## config.mk

```make
export PLATFORM = sky130hd
export DESIGN_NAME = sbiq_back_flat
export DESIGN_NICKNAME = d
export VERILOG_FILES = /design/src/design/sbiq_pkg.sv /design/src/design/sbiq_if.sv /design/src/design/sbiq_back.sv /design/src/flat_wrapper.sv
export VERILOG_INCLUDE_DIRS = /design/src /design/src/design
export SDC_FILE = /design/constraint.sdc
export NUM_CORES = 2
export LEC_CHECK = 0
export ABC_AREA = 1
export BUFFER_PORTS_ARGS = -buffer_cell sky130_fd_sc_hd__buf_2
export CORE_MARGIN = 4
export CORE_UTILIZATION = 30
export CTS_BUF_LIST = sky130_fd_sc_hd__clkbuf_2
export CTS_CLUSTER_DIAMETER = 40
export DETAILED_ROUTE_END_ITERATION = 6
export HOLD_SLACK_MARGIN = 0.06
export PLACE_DENSITY = 0.44
export SLEW_MARGIN = 20
export SYNTH_ARGS = -nofsm -noshare
export SYNTH_HDL_FRONTEND = slang
export SYNTH_SLANG_ARGS = --single-unit
```

## constraint.sdc

```tcl
create_clock -name clock -period 9.35 [get_ports clock]
set_input_delay 1.4025 -clock clock [delete_from_list [all_inputs] [get_ports clock]]
set_output_delay 1.4025 -clock clock [all_outputs]
set_load 0.01 [all_outputs]
```

## src/design/single_bin_iq_amplitude_phase_macros.svh

```systemverilog
// Assertion macros shared by the single-bin I/Q meter modules.
`ifndef SINGLE_BIN_IQ_AMPLITUDE_PHASE_MACROS_SVH
`define SINGLE_BIN_IQ_AMPLITUDE_PHASE_MACROS_SVH

// Same-cycle implication, disabled while reset is high.
`define SBIQ_ASSERT_IMP(label, clk, rst, ante, cons) \
   label: assert property (@(posedge clk) disable iff (rst) (ante) |-> (cons)) \
      else $error("sbiq assertion failed");

// Next-cycle implication, disabled while reset is high.
`define SBIQ_ASSERT_NXT(label, clk, rst, ante, cons) \
   label: assert property (@(posedge clk) disable iff (rst) (ante) |=> (cons)) \
      else $error("sbiq assertion failed");

`endif

```

## src/design/sbiq_pkg.sv

```systemverilog
// Shared constants, types and table functions of the single-bin I/Q meter.
`default_nettype none
package sbiq_pkg;

   localparam int MAX_SAMPLES_DEF     = 16384;
   localparam int SINE_TABLE_BITS_DEF = 10;
   localparam int CORDIC_STEPS_DEF    = 16;

   localparam int RAW_W      = 16;
   localparam int MAG_W      = 24;
   localparam int DEG_W      = 16;
   localparam int CSR_IDX_W  = 8;
   localparam int CSR_DATA_W = 32;
   localparam int STEP_W     = 32;
   localparam int PERIOD_W   = 11;
   localparam int NPER_W     = 8;
   localparam int TOTAL_W    = 15;
   localparam int SPAN_W     = 18;
   localparam int SUM_W      = 48;
   localparam int SAMP_W     = 17;
   localparam int REF_W      = 16;
   localparam int PROD_W     = SAMP_W + REF_W;
   localparam int ENTRY_W    = 15;

   localparam int QDEPTH  = 4;
   localparam int QPTR_W  = $clog2(QDEPTH);
   localparam int QCNT_W  = $clog2(QDEPTH + 1);

   localparam logic [STEP_W-1:0]   PHASE_STEP_RST = 32'd143165577;
   localparam logic [PERIOD_W-1:0] PERIOD_RST     = 11'd30;
   localparam logic [NPER_W-1:0]   NPER_RST       = 8'd20;
   localparam logic [TOTAL_W-1:0]  TOTAL_RST      = 15'd660;

   localparam logic [PERIOD_W-1:0] PERIOD_MIN = 11'd4;
   localparam logic [PERIOD_W-1:0] PERIOD_MAX = 11'd1024;
   localparam logic [NPER_W-1:0]   NPER_MIN   = 8'd5;
   localparam logic [NPER_W-1:0]   NPER_MAX   = 8'd255;
   localparam logic [TOTAL_W-1:0]  TOTAL_MIN  = 15'd2;

   localparam longint GAIN_Q30      = 64'sd652032874;
   localparam int     MAG_SCALE_W   = 30;
   localparam logic [MAG_SCALE_W-1:0] MAG_SCALE_Q24 = 30'd1017171284;

   localparam int ATAN_ENTRIES = 24;
   localparam logic [31:0] ATAN_TURNS [ATAN_ENTRIES] = '{
      32'h20000000, 32'h12E4051E, 32'h09FB385B, 32'h051111D4, 32'h028B0D43,
      32'h0145D7E1, 32'h00A2F61E, 32'h00517C55, 32'h0028BE53, 32'h00145F2F,
      32'h000A2F98, 32'h000517CC, 32'h00028BE6, 32'h000145F3, 32'h0000A2FA,
      32'h0000517D, 32'h000028BE, 32'h0000145F, 32'h00000A30, 32'h00000518,
      32'h0000028C, 32'h00000146, 32'h000000A3, 32'h00000051
   };

   typedef enum logic [CSR_IDX_W-1:0] {
      CSR_PHASE_STEP = 8'd0,
      CSR_PERIOD     = 8'd1,
      CSR_NPERIODS   = 8'd2,
      CSR_TOTAL      = 8'd3
   } csr_idx_type;

   typedef struct packed {
      logic                      busy;
      logic [TOTAL_W-1:0]        first;
      logic [SPAN_W-1:0]         span;
      logic [TOTAL_W-1:0]        total;
   } window_type;

   typedef struct packed {
      logic signed [SUM_W-1:0]   i_sum;
      logic signed [SUM_W-1:0]   q_sum;
      logic                      window_ok;
      logic [SPAN_W-1:0]         span;
   } capture_type;

   // One quarter-wave sine entry in Q15, built by a rotation CORDIC at elaboration.
   function automatic logic [ENTRY_W-1:0] quarter_entry(input int j, input int stb,
                                                       input int steps);
      longint x;
      longint y;
      longint z;
      longint dx;
      longint dy;
      longint v;
      x = GAIN_Q30;
      y = 0;
      z = longint'(j) <<< (32 - stb);
      for (int i = 0; i < steps && i < ATAN_ENTRIES; i++) begin
         dx = y >>> i;
         dy = x >>> i;
         if (z >= 0) begin
            x = x - dx;
            y = y + dy;
            z = z - longint'(ATAN_TURNS[i]);
         end else begin
            x = x + dx;
            y = y - dy;
            z = z + longint'(ATAN_TURNS[i]);
         end
      end
      v = (y + 64'sd16384) >>> 15;
      if (v < 0) begin
         v = 0;
      end else if (v > 32767) begin
         v = 32767;
      end
      return v[ENTRY_W-1:0];
   endfunction

endpackage
`default_nettype wire

```

## src/design/sbiq_if.sv

```systemverilog
// Handshake channels of the single-bin I/Q meter: samples, results and register writes.
`default_nettype none


interface sbiq_rsp_if;
   logic                              valid;
   logic                              ready;
   logic [sbiq_pkg::MAG_W-1:0]        magnitude_uv;
   logic signed [sbiq_pkg::DEG_W-1:0] phase_deg;
   logic                              window_ok;
   modport source (output valid, output magnitude_uv, output phase_deg,
                   output window_ok, input ready);
   modport sink (input valid, input magnitude_uv, input phase_deg,
                 input window_ok, output ready);
endinterface

`default_nettype wire

```

## src/design/sbiq_back.sv

```systemverilog
// Back end: vectoring CORDIC, magnitude scaling by a serial divider, phase in degrees.
`default_nettype none
module sbiq_back #(
   parameter int CORDIC_STEPS = sbiq_pkg::CORDIC_STEPS_DEF
) (
   input  logic                        clock,
   input  logic                        reset,
   input  logic                        q_valid,
   input  sbiq_pkg::capture_type       q_data,
   output logic                        q_pop,
   sbiq_rsp_if.source                  rsp
);
   import sbiq_pkg::*;

`include "single_bin_iq_amplitude_phase_macros.svh"

   localparam int XW     = SUM_W + 3;
   localparam int XU_W   = XW - 1;
   localparam int HALF_W = XU_W / 2;
   localparam int MP_W   = HALF_W + MAG_SCALE_W;
   localparam int ZW     = 34;
   localparam int PW     = XU_W + MAG_SCALE_W + 1;
   localparam int DROP   = 39;
   localparam int TW     = PW - DROP;
   localparam int CNT_W  = $clog2(TW);
   localparam int DEGP_W = ZW + 6;

   typedef enum logic [2:0] {B_IDLE, B_ROT, B_MUL_LO, B_MUL_HI, B_DIV, B_OUT} state_type;

   state_type                state_ff;
   logic signed [XW-1:0]     x_ff;
   logic signed [XW-1:0]     y_ff;
   logic signed [ZW-1:0]     z_ff;
   logic [CNT_W-1:0]         cnt_ff;
   logic                     zero_ff;
   logic                     ok_ff;
   logic [SPAN_W-1:0]        span_ff;
   logic [PW-1:0]            prod_ff;
   logic [SPAN_W-1:0]        rem_ff;
   logic [TW-1:0]            quo_ff;
   logic [MAG_W-1:0]         mag_ff;
   logic signed [DEG_W-1:0]  deg_ff;

   logic signed [XW-1:0]     i_ext;
   logic signed [XW-1:0]     q_ext;
   logic signed [XW-1:0]     dx;
   logic signed [XW-1:0]     dy;
   logic signed [ZW-1:0]     atan;
   logic signed [ZW-1:0]     zc;
   logic signed [DEGP_W-1:0] deg_full;
   logic [XU_W-1:0]          xu;
   logic [MP_W-1:0]          mul_lo;
   logic [MP_W-1:0]          mul_hi;
   logic [SPAN_W:0]          rem_shift;
   logic                     rem_ge;
   logic [TW-1:0]            quo_next;

   localparam logic signed [ZW-1:0] Z_HALF = ZW'(64'sd2147483648);

   always_comb begin
      i_ext     = XW'(q_data.i_sum);
      q_ext     = XW'(q_data.q_sum);
      dx        = y_ff >>> cnt_ff;
      dy        = x_ff >>> cnt_ff;
      atan      = ZW'({1'b0, ATAN_TURNS[cnt_ff[4:0]]});
      if (z_ff > Z_HALF) begin
         zc = Z_HALF;
      end else if (z_ff < -Z_HALF) begin
         zc = -Z_HALF;
      end else begin
         zc = z_ff;
      end
      deg_full  = DEGP_W'(zc) * DEGP_W'(45) + DEGP_W'(64'sd2097152);
      xu        = x_ff[XW-1] ? '0 : x_ff[XU_W-1:0];
      mul_lo    = MP_W'(xu[HALF_W-1:0]) * MP_W'(MAG_SCALE_Q24);
      mul_hi    = MP_W'(xu[XU_W-1:HALF_W]) * MP_W'(MAG_SCALE_Q24);
      rem_shift = {rem_ff, prod_ff[PW-1]};
      rem_ge    = rem_shift >= {1'b0, span_ff};
      quo_next  = {quo_ff[TW-2:0], rem_ge};
   end

   assign q_pop = (state_ff == B_IDLE) && q_valid;

   // Rounding is folded in by adding half the divisor before the divide,
   // and the fixed power-of-two part of the divisor is a dropped bit range.
   always_ff @(posedge clock) begin
      if (reset) begin
         state_ff <= B_IDLE;
      end else begin
         unique case (state_ff)
            B_IDLE: begin
               if (q_valid) begin
                  zero_ff <= (q_data.i_sum == '0) && (q_data.q_sum == '0);
                  ok_ff   <= q_data.window_ok;
                  span_ff <= q_data.span;
                  cnt_ff  <= '0;
                  if (q_data.i_sum < 0) begin
                     x_ff <= -i_ext;
                     y_ff <= -q_ext;
                     z_ff <= (q_data.q_sum >= 0) ? Z_HALF : -Z_HALF;
                  end else begin
                     x_ff <= i_ext;
                     y_ff <= q_ext;
                     z_ff <= '0;
                  end
                  if ((q_data.i_sum == '0) && (q_data.q_sum == '0)) begin
                     mag_ff   <= '0;
                     deg_ff   <= '0;
                     state_ff <= B_OUT;
                  end else begin
                     state_ff <= B_ROT;
                  end
               end
            end
            B_ROT: begin
               if (y_ff >= 0) begin
                  x_ff <= x_ff + dx;
                  y_ff <= y_ff - dy;
                  z_ff <= z_ff + atan;
               end else begin
                  x_ff <= x_ff - dx;
                  y_ff <= y_ff + dy;
                  z_ff <= z_ff - atan;
               end
               cnt_ff <= cnt_ff + 1'b1;
               if (cnt_ff == CNT_W'(CORDIC_STEPS - 1)) begin
                  state_ff <= B_MUL_LO;
               end
            end
            B_MUL_LO: begin
               deg_ff   <= deg_full[22 +: DEG_W];
               prod_ff  <= PW'(mul_lo) + (PW'(span_ff) << (DROP - 1));
               state_ff <= B_MUL_HI;
            end
            B_MUL_HI: begin
               prod_ff  <= prod_ff + (PW'(mul_hi) << HALF_W);
               rem_ff   <= '0;
               quo_ff   <= '0;
               cnt_ff   <= '0;
               state_ff <= B_DIV;
            end
            B_DIV: begin
               rem_ff  <= rem_ge ? SPAN_W'(rem_shift - {1'b0, span_ff}) : rem_shift[SPAN_W-1:0];
               quo_ff  <= quo_next;
               prod_ff <= {prod_ff[PW-2:0], 1'b0};
               cnt_ff  <= cnt_ff + 1'b1;
               if (cnt_ff == CNT_W'(TW - 1)) begin
                  mag_ff   <= (quo_next[TW-1:MAG_W] != '0) ? '1 : quo_next[MAG_W-1:0];
                  state_ff <= B_OUT;
               end
            end
            B_OUT: begin
               if (rsp.ready) begin
                  state_ff <= B_IDLE;
               end
            end
            default: state_ff <= B_IDLE;
         endcase
      end
   end

   assign rsp.valid        = state_ff == B_OUT;
   assign rsp.magnitude_uv = mag_ff;
   assign rsp.phase_deg    = deg_ff;
   assign rsp.window_ok    = ok_ff;

   `SBIQ_ASSERT_IMP(a_div_nonzero, clock, reset, state_ff == B_DIV, span_ff != '0)
   `SBIQ_ASSERT_IMP(a_zero_result, clock, reset, (state_ff == B_OUT) && zero_ff, (mag_ff == '0) && (deg_ff == '0))
   `SBIQ_ASSERT_NXT(a_rot_done, clock, reset, (state_ff == B_ROT) && (cnt_ff == CNT_W'(CORDIC_STEPS - 1)), state_ff == B_MUL_LO)

endmodule
`default_nettype wire

```

## src/flat_wrapper.sv

```systemverilog
// flat-port wrapper written by rule: the top's interface ports become plain ports
module sbiq_back_flat import sbiq_pkg::*;
#(
   parameter int CORDIC_STEPS = sbiq_pkg::CORDIC_STEPS_DEF
)
  (clock, reset, q_valid, q_data, q_pop, rsp_valid, rsp_magnitude_uv, rsp_phase_deg, rsp_window_ok, rsp_ready);
  sbiq_rsp_if rsp_i ();
  input  logic clock;
  input  logic reset;
  input  logic q_valid;
  input  sbiq_pkg::capture_type q_data;
  output logic q_pop;
  output wire logic [$bits(rsp_i.valid)-1:0] rsp_valid;
  output wire logic [$bits(rsp_i.magnitude_uv)-1:0] rsp_magnitude_uv;
  output wire logic [$bits(rsp_i.phase_deg)-1:0] rsp_phase_deg;
  output wire logic [$bits(rsp_i.window_ok)-1:0] rsp_window_ok;
  input wire logic [$bits(rsp_i.ready)-1:0] rsp_ready;
  assign rsp_valid = rsp_i.valid;
  assign rsp_magnitude_uv = rsp_i.magnitude_uv;
  assign rsp_phase_deg = rsp_i.phase_deg;
  assign rsp_window_ok = rsp_i.window_ok;
  assign rsp_i.ready = rsp_ready;
  sbiq_back #(.CORDIC_STEPS(CORDIC_STEPS)) u_core (.clock(clock), .reset(reset), .q_valid(q_valid), .q_data(q_data), .q_pop(q_pop), .rsp(rsp_i));
endmodule
```

After elaboration in Yosys (flattened, before gate mapping):

Memory sizes are Yosys's and may differ from the RTL's.
Index checks and enable logic that the tools add are counted.

* bits in registers: 344
* memory bits (read-only): 1024
* word-level logic and storage cells: 111
* memories kept: 1
* output and inout port bits: 43

* add/subtract/negate cells: 13
* muxes and demuxes: 38
* bitwise operators: 2
* multiply operators: 3
* $lt $le $gt $ge: 7
* equality and inequality tests: 12
* shift-type cells: 2
* reductions and logical operators: 21

Memories
* (name not given): depth 32, width 32, read ports 1, clocked after Yosys merged registers in 0, write ports 0, RTL line sbiq_back.sv:65 `atan = ZW'({1'b0, ATAN_TURNS[cnt_ff[4:0]]});`

Operator list (count)
* $mux 51: 6
* $pmux 81 s3: 1
* $mux 34: 6
* $pmux 51 s2: 2
* $mul 25x28->53 const B: 2
* $add 51x51->51: 2
* $neg 48->51: 2
* $sshr 51x6->51: 2
* $sub 51x51->51: 2
* $logic_not 48->1: 2
* $mux 24: 4
* $pmux 41 s2: 1
* $add 81x80->81: 1
* $pmux 34 s2: 1
* $mux 32: 2
* $add 55x56->57: 1
* $ge 51x1->1 const B: 1
* $mux 50: 1
* $ge 48x1->1 const B: 1
* $lt 48x1->1 const B: 1
* $pmux 24 s2: 1
* $add 38x23->38 const B: 1
* $mul 34x7->38 const B: 1
* $pmux 18 s2: 1
* 34 further kinds: 53

Depth between registers and ports, before layout:

* depth in word-level cells: 7
* gate-level depth with buffers: 45
* gate-level depth less buffers: 44

Least setup slack after synthesis:

No wires, ideal clock.

* path type: register -> register
* start point: reg u_core.x_ff[50]
* end point: reg u_core.prod_ff[52], data pin
* cell stages (with the launch flop): 40
* setup slack: 1094 ps
* required time: 9080 ps
* path buffers: 2
* period minus slack after synthesis: 8256 ps
* data arrival time: 7985 ps
* path through: edfxtp_1 > clkbuf_1 > inv_2 > buf_1 > nand2_1 > inv_1 > ha_1 > fa_1 > fa_1 > inv_1 > fa_1 > fa_1 > inv_1 > fa_1 > inv_1 > fa_1 > inv_1 > ha_1 > [4 not listed] > a31o_2 > nand3_1 > nand2_1 > xor2_1 > ha_1 > fa_1 > nand3_1 > nand2_1 > a21boi_0 > o21ai_0 > a21boi_0 > o21ai_0 > nand2_1 > nand2_1 > nand2_1 > nand2_1 > o21ai_0 > o211ai_1

* cells in the longest elaborated chain, start to end: 4
* elaborated cells on any way between the ends: 6

Ends and longest elaborated chain
* start, declared: RTL line sbiq_back.sv:31 `logic signed [XW-1:0] x_ff;`
* start signal, assigned: RTL line sbiq_back.sv:98 `x_ff <= -i_ext;`
* start signal, assigned: RTL line sbiq_back.sv:102 `x_ff <= i_ext;`
* start signal, assigned: RTL line sbiq_back.sv:117 `x_ff <= x_ff + dx;`
* $mux 50 *: RTL line sbiq_back.sv:74 `xu = x_ff[XW-1] ? '0 : x_ff[XU_W-1:0];`
* $mul 25x28->53, on equally long branches: RTL line sbiq_back.sv:76, sbiq_back.sv:75
* $add 81x80->81 / $add 55x56->57 (equally long branches): RTL line sbiq_back.sv:136, sbiq_back.sv:132
* $pmux 81 s3 *: RTL line sbiq_back.sv:90 `unique case (state_ff)`
* end signal, assigned: RTL line sbiq_back.sv:132 `prod_ff <= PW'(mul_lo) + (PW'(span_ff) << (DROP - 1));`
* end signal, assigned: RTL line sbiq_back.sv:136 `prod_ff <= prod_ff + (PW'(mul_hi) << HALF_W);`
* end signal, assigned: RTL line sbiq_back.sv:145 `prod_ff <= {prod_ff[PW-2:0], 1'b0};`
* end, declared: RTL line sbiq_back.sv:38 `logic [PW-1:0] prod_ff;`

Mark *: on every way between the ends. The rest lies on a longest branch, timed or not.
A chain may end at the register's enable or synchronous reset.

Final worst setup path:

* start point: reg u_core.x_ff[29]
* end point: reg u_core.prod_ff[76], data pin

* cells in the longest elaborated chain, start to end: 4

Ends and longest elaborated chain
* $mux 50: RTL line sbiq_back.sv:74
* $mul 25x28->53: RTL line sbiq_back.sv:76 `mul_hi = MP_W'(xu[XU_W-1:HALF_W]) * MP_W'(MAG_SCALE_Q24);`
* $add 81x80->81: RTL line sbiq_back.sv:136
* $pmux 81 s3: RTL line sbiq_back.sv:90

No other way between the ends.

==> metrics.md <==
| Metric | Value |
|---|---|
| Design Area, Final | `74,870 sq um` |
| Yosys warns | `0` |
| Fill count | `24,700` |
| Placer Congestion | `0.9664` |
| M1 WL | `124.2 mm` |
| GRT Residual Overflow | `0` |
| Clock Sinks | `342` |
| Netlist cell types | `67` |
| CP Launch Type | `flop` |
| Synth-to-Final Area Change | `9.948%` |
| Post-synth EDFFs | `339` |
| Clk slew on worst S/H paths | `0.07 ns` |
| Gr usage total | `22.88%` |
| Arr. time, crit path | `10.24 ns` |
| Most frequent cells in the layout | `nand2_1, inv_1, ha_1, nand3_1, nor2_1` |
| Buffers from clock root to sink, at most | `3` |
| Vias | `65,890` |
| Post-DP Area | `72,860 sq um` |
| Io pins | `162` |
| Sequential area share after synthesis | `15.04%` |
| Post-synth top area share | `17.18%` |
| Final Cycle Share | `94.78%` |
| Synthesis-stage register bit count | `342` |
| Critical Path Sink Type | `flop` |
| Clock period minus worst slack | `8.862 ns` |
| Largest cells by area after synthesis | `ha_1, fa_1, edfxtp_1, nand2_1, inv_1` |
| WL met3 | `13.14 mm` |
| Core area | `225,300 sq um` |
| Critical Path RT | `10.73 ns` |
| Commonest non-fill, non-tap cell in the layout | `nand2_1` |
| Largest fanout on the critical path | `7` |
| Die Ht | `484.4 microns` |
| Drt total wl | `275.4 mm` |
| Slew HR | `15.32%` |
| Vias/cell | `5.101` |
| CP Class | `reg -> reg` |
| TritonRoute pass-1 iters | `6` |
| WL/cell | `21.32 microns` |
| Final hold vios | `0` |
| Synth Net Count | `11,150` |
| Cell mode on critical path | `inv_1` |
| Slew @ Worst Pin | `1.259 ns` |
| First-pass GRT wire length | `411.8 mm` |
| Clk_lat worst skew | `1.68 ns` |
| Cell Rows | `174` |
| Synth area leader | `ha_1` |
| Max Fclk | `0.1128 GHz` |
| TNS Setup | `0 ns` |
| CTS H-tree depth | `4` |
| CTS Buf Count | `130` |
| Share of layout cells above drive strength 1 | `6.406%` |
| Max Used Layer | `met5` |
| Vias in the first global route | `66,040` |
| Crit path largest cell delay | `0.62 ns` |
| Ys async rst share | `0%` |
| Top FF cell, synth | `edfxtp_1` |
| DRC | `0` |
| HP Class | `in -> reg` |
| Metal2 WL | `124.8 mm` |
| Initial antenna violation count | `14` |
| CTS tree | `done` |
| Worst Skew | `0.1519 ns` |
| Status | `finished, final reports clean` |
| CTS root buf | `clkbuf_2` |
| Crit-path slowest cell | `fa_1` |
| Synthesized instance count | `9,552` |
| Largest net degree at the start of global routing | `114` |
| Die area | `234,700 sq um` |
| Final cell count without fillers | `12,920` |
| Layout Nets | `11,410` |
| Routed Antenna Nets | `0` |
| Number of I/O port buffers | `161` |
| Initial DRC Count | `4,951` |
| # setup viols final | `0` |
| Slew Limit Fails | `0` |
| Initial core utilization | `30.22%` |
| Dpl hpwl | `233.6 mm` |
| Mapped Area | `68,100 sq um` |
| Dpl cells | `12,610` |
| Syn avg cell area | `7.129 sq um` |
| Die W | `484.4 microns` |
| Max-cap violation count | `0` |
## worst max-delay path, delay by kind of cell, from the launching register on
family,cells,cell delay (ns)
adders and majority gates,9,4.47
and+or+nand+nor,10,1.48
AOI/OAI and AO/OA,5,0.94
buffers and inverters,10,0.92
DFF,1,0.54
xor gates and xnor gates,1,0.18
## worst paths after layout
path / from / endpoint / slack [ns] / depth (start not counted)
max: u_core.x_ff[29] / u_core.prod_ff[76] / 0.49 / 35
min: q_data[34] / u_core.y_ff[15] / 0.32 / 3
max reg2reg: u_core.x_ff[29] / u_core.prod_ff[76] / 0.49 / 35
min reg2reg: u_core.prod_ff[21] / u_core.prod_ff[22] / 0.53 / 2
## repair_timing
item                                   CTS  global route
setup endpoints to repair                1            24
buffers inserted                         0             9
endpoints found under the hold margin   61             0
pin swaps                                0             1
hold buffers                            59             0
cloned                                   0             0
gates resized for setup                  1            44
## synthesized netlist by cell type, drive strengths merged, types with 15 or more instances
cell type	instances
xnor2	112
nor4	38
o221ai	15
clkbuf	108
buf	133
a31oi	114
a22o	19
nand3b	15
nand3	899
nor2	867
o22ai	15
a21boi	24
nor3	111
fa	542
edfxtp	339
ha	935
or2	27
inv	1625
nand4	63
a21oi	690
o21ai	588
o21a	54
o31ai	16
xor2	151
o21bai	20
o211ai	47
a21o	26
nand2	1879
## metrics by stage
stage	hold WS (ns)	utilization [%]	setup WS, ns
floorplan	0.4947	-	1.094
global placement	0.5038	32.34	-0.07062
detailed placement	0.5129	32.34	-0.04800
CTS	0.06060	33.13	0.01676
global route	0.1150	33.22	-0.01366
finish	0.3181	33.23	0.4882
## layer usage
| metal | up-vias | global-route usage, % |
|---|---|---|
| met2 | 1836 | 37.19 |
| met4 | 8 | 9.699 |
| met3 | 427 | 2.617 |
| met5 | - | 0 |
| met1 | 31420 | 30.73 |
| li1 | 32200 | - |
## logic make-up after synthesis
logic type | count (synthesis) | share of synthesized area (%)
AND/OR/NAND/NOR | 3923 | 24.21
buffers and inverters | 1867 | 10.49
AO/OA/AOI/OAI | 1680 | 13.77
adder cells (fa/ha/maj) | 1477 | 33.11
flip-flops | 342 | 15.04
XOR/XNOR | 263 | 3.383
## final cells by class
type                       count  area, sq um  area share, %
multi-input combinational   7343        50890          67.97
sequential                   342        10240          13.68
inverter                    1626         6118          8.172
tap                         2992         3744          5.000
timing repair buffer         375         2648          3.536
clock buffer                 185        925.9          1.237
clock inverter                42        275.3         0.3677
antenna                       12        30.03        0.04011
## registers in the layout, summed over array words and instances, names as in the netlist, 3 cells and up
signal and cells:
u_core.cnt_ff 6, u_core.rsp.phase_deg 16, u_core.prod_ff 79, u_core.quo_ff 41, u_core.span_ff 18, u_core.z_ff 34, u_core.x_ff 51, u_core.rem_ff 18
u_core.state_ff 3, u_core.rsp.magnitude_uv 24, u_core.y_ff 51
Power is not shown: default switching activity piles up to over one toggle a cycle in this logic, so the estimate is an artifact.
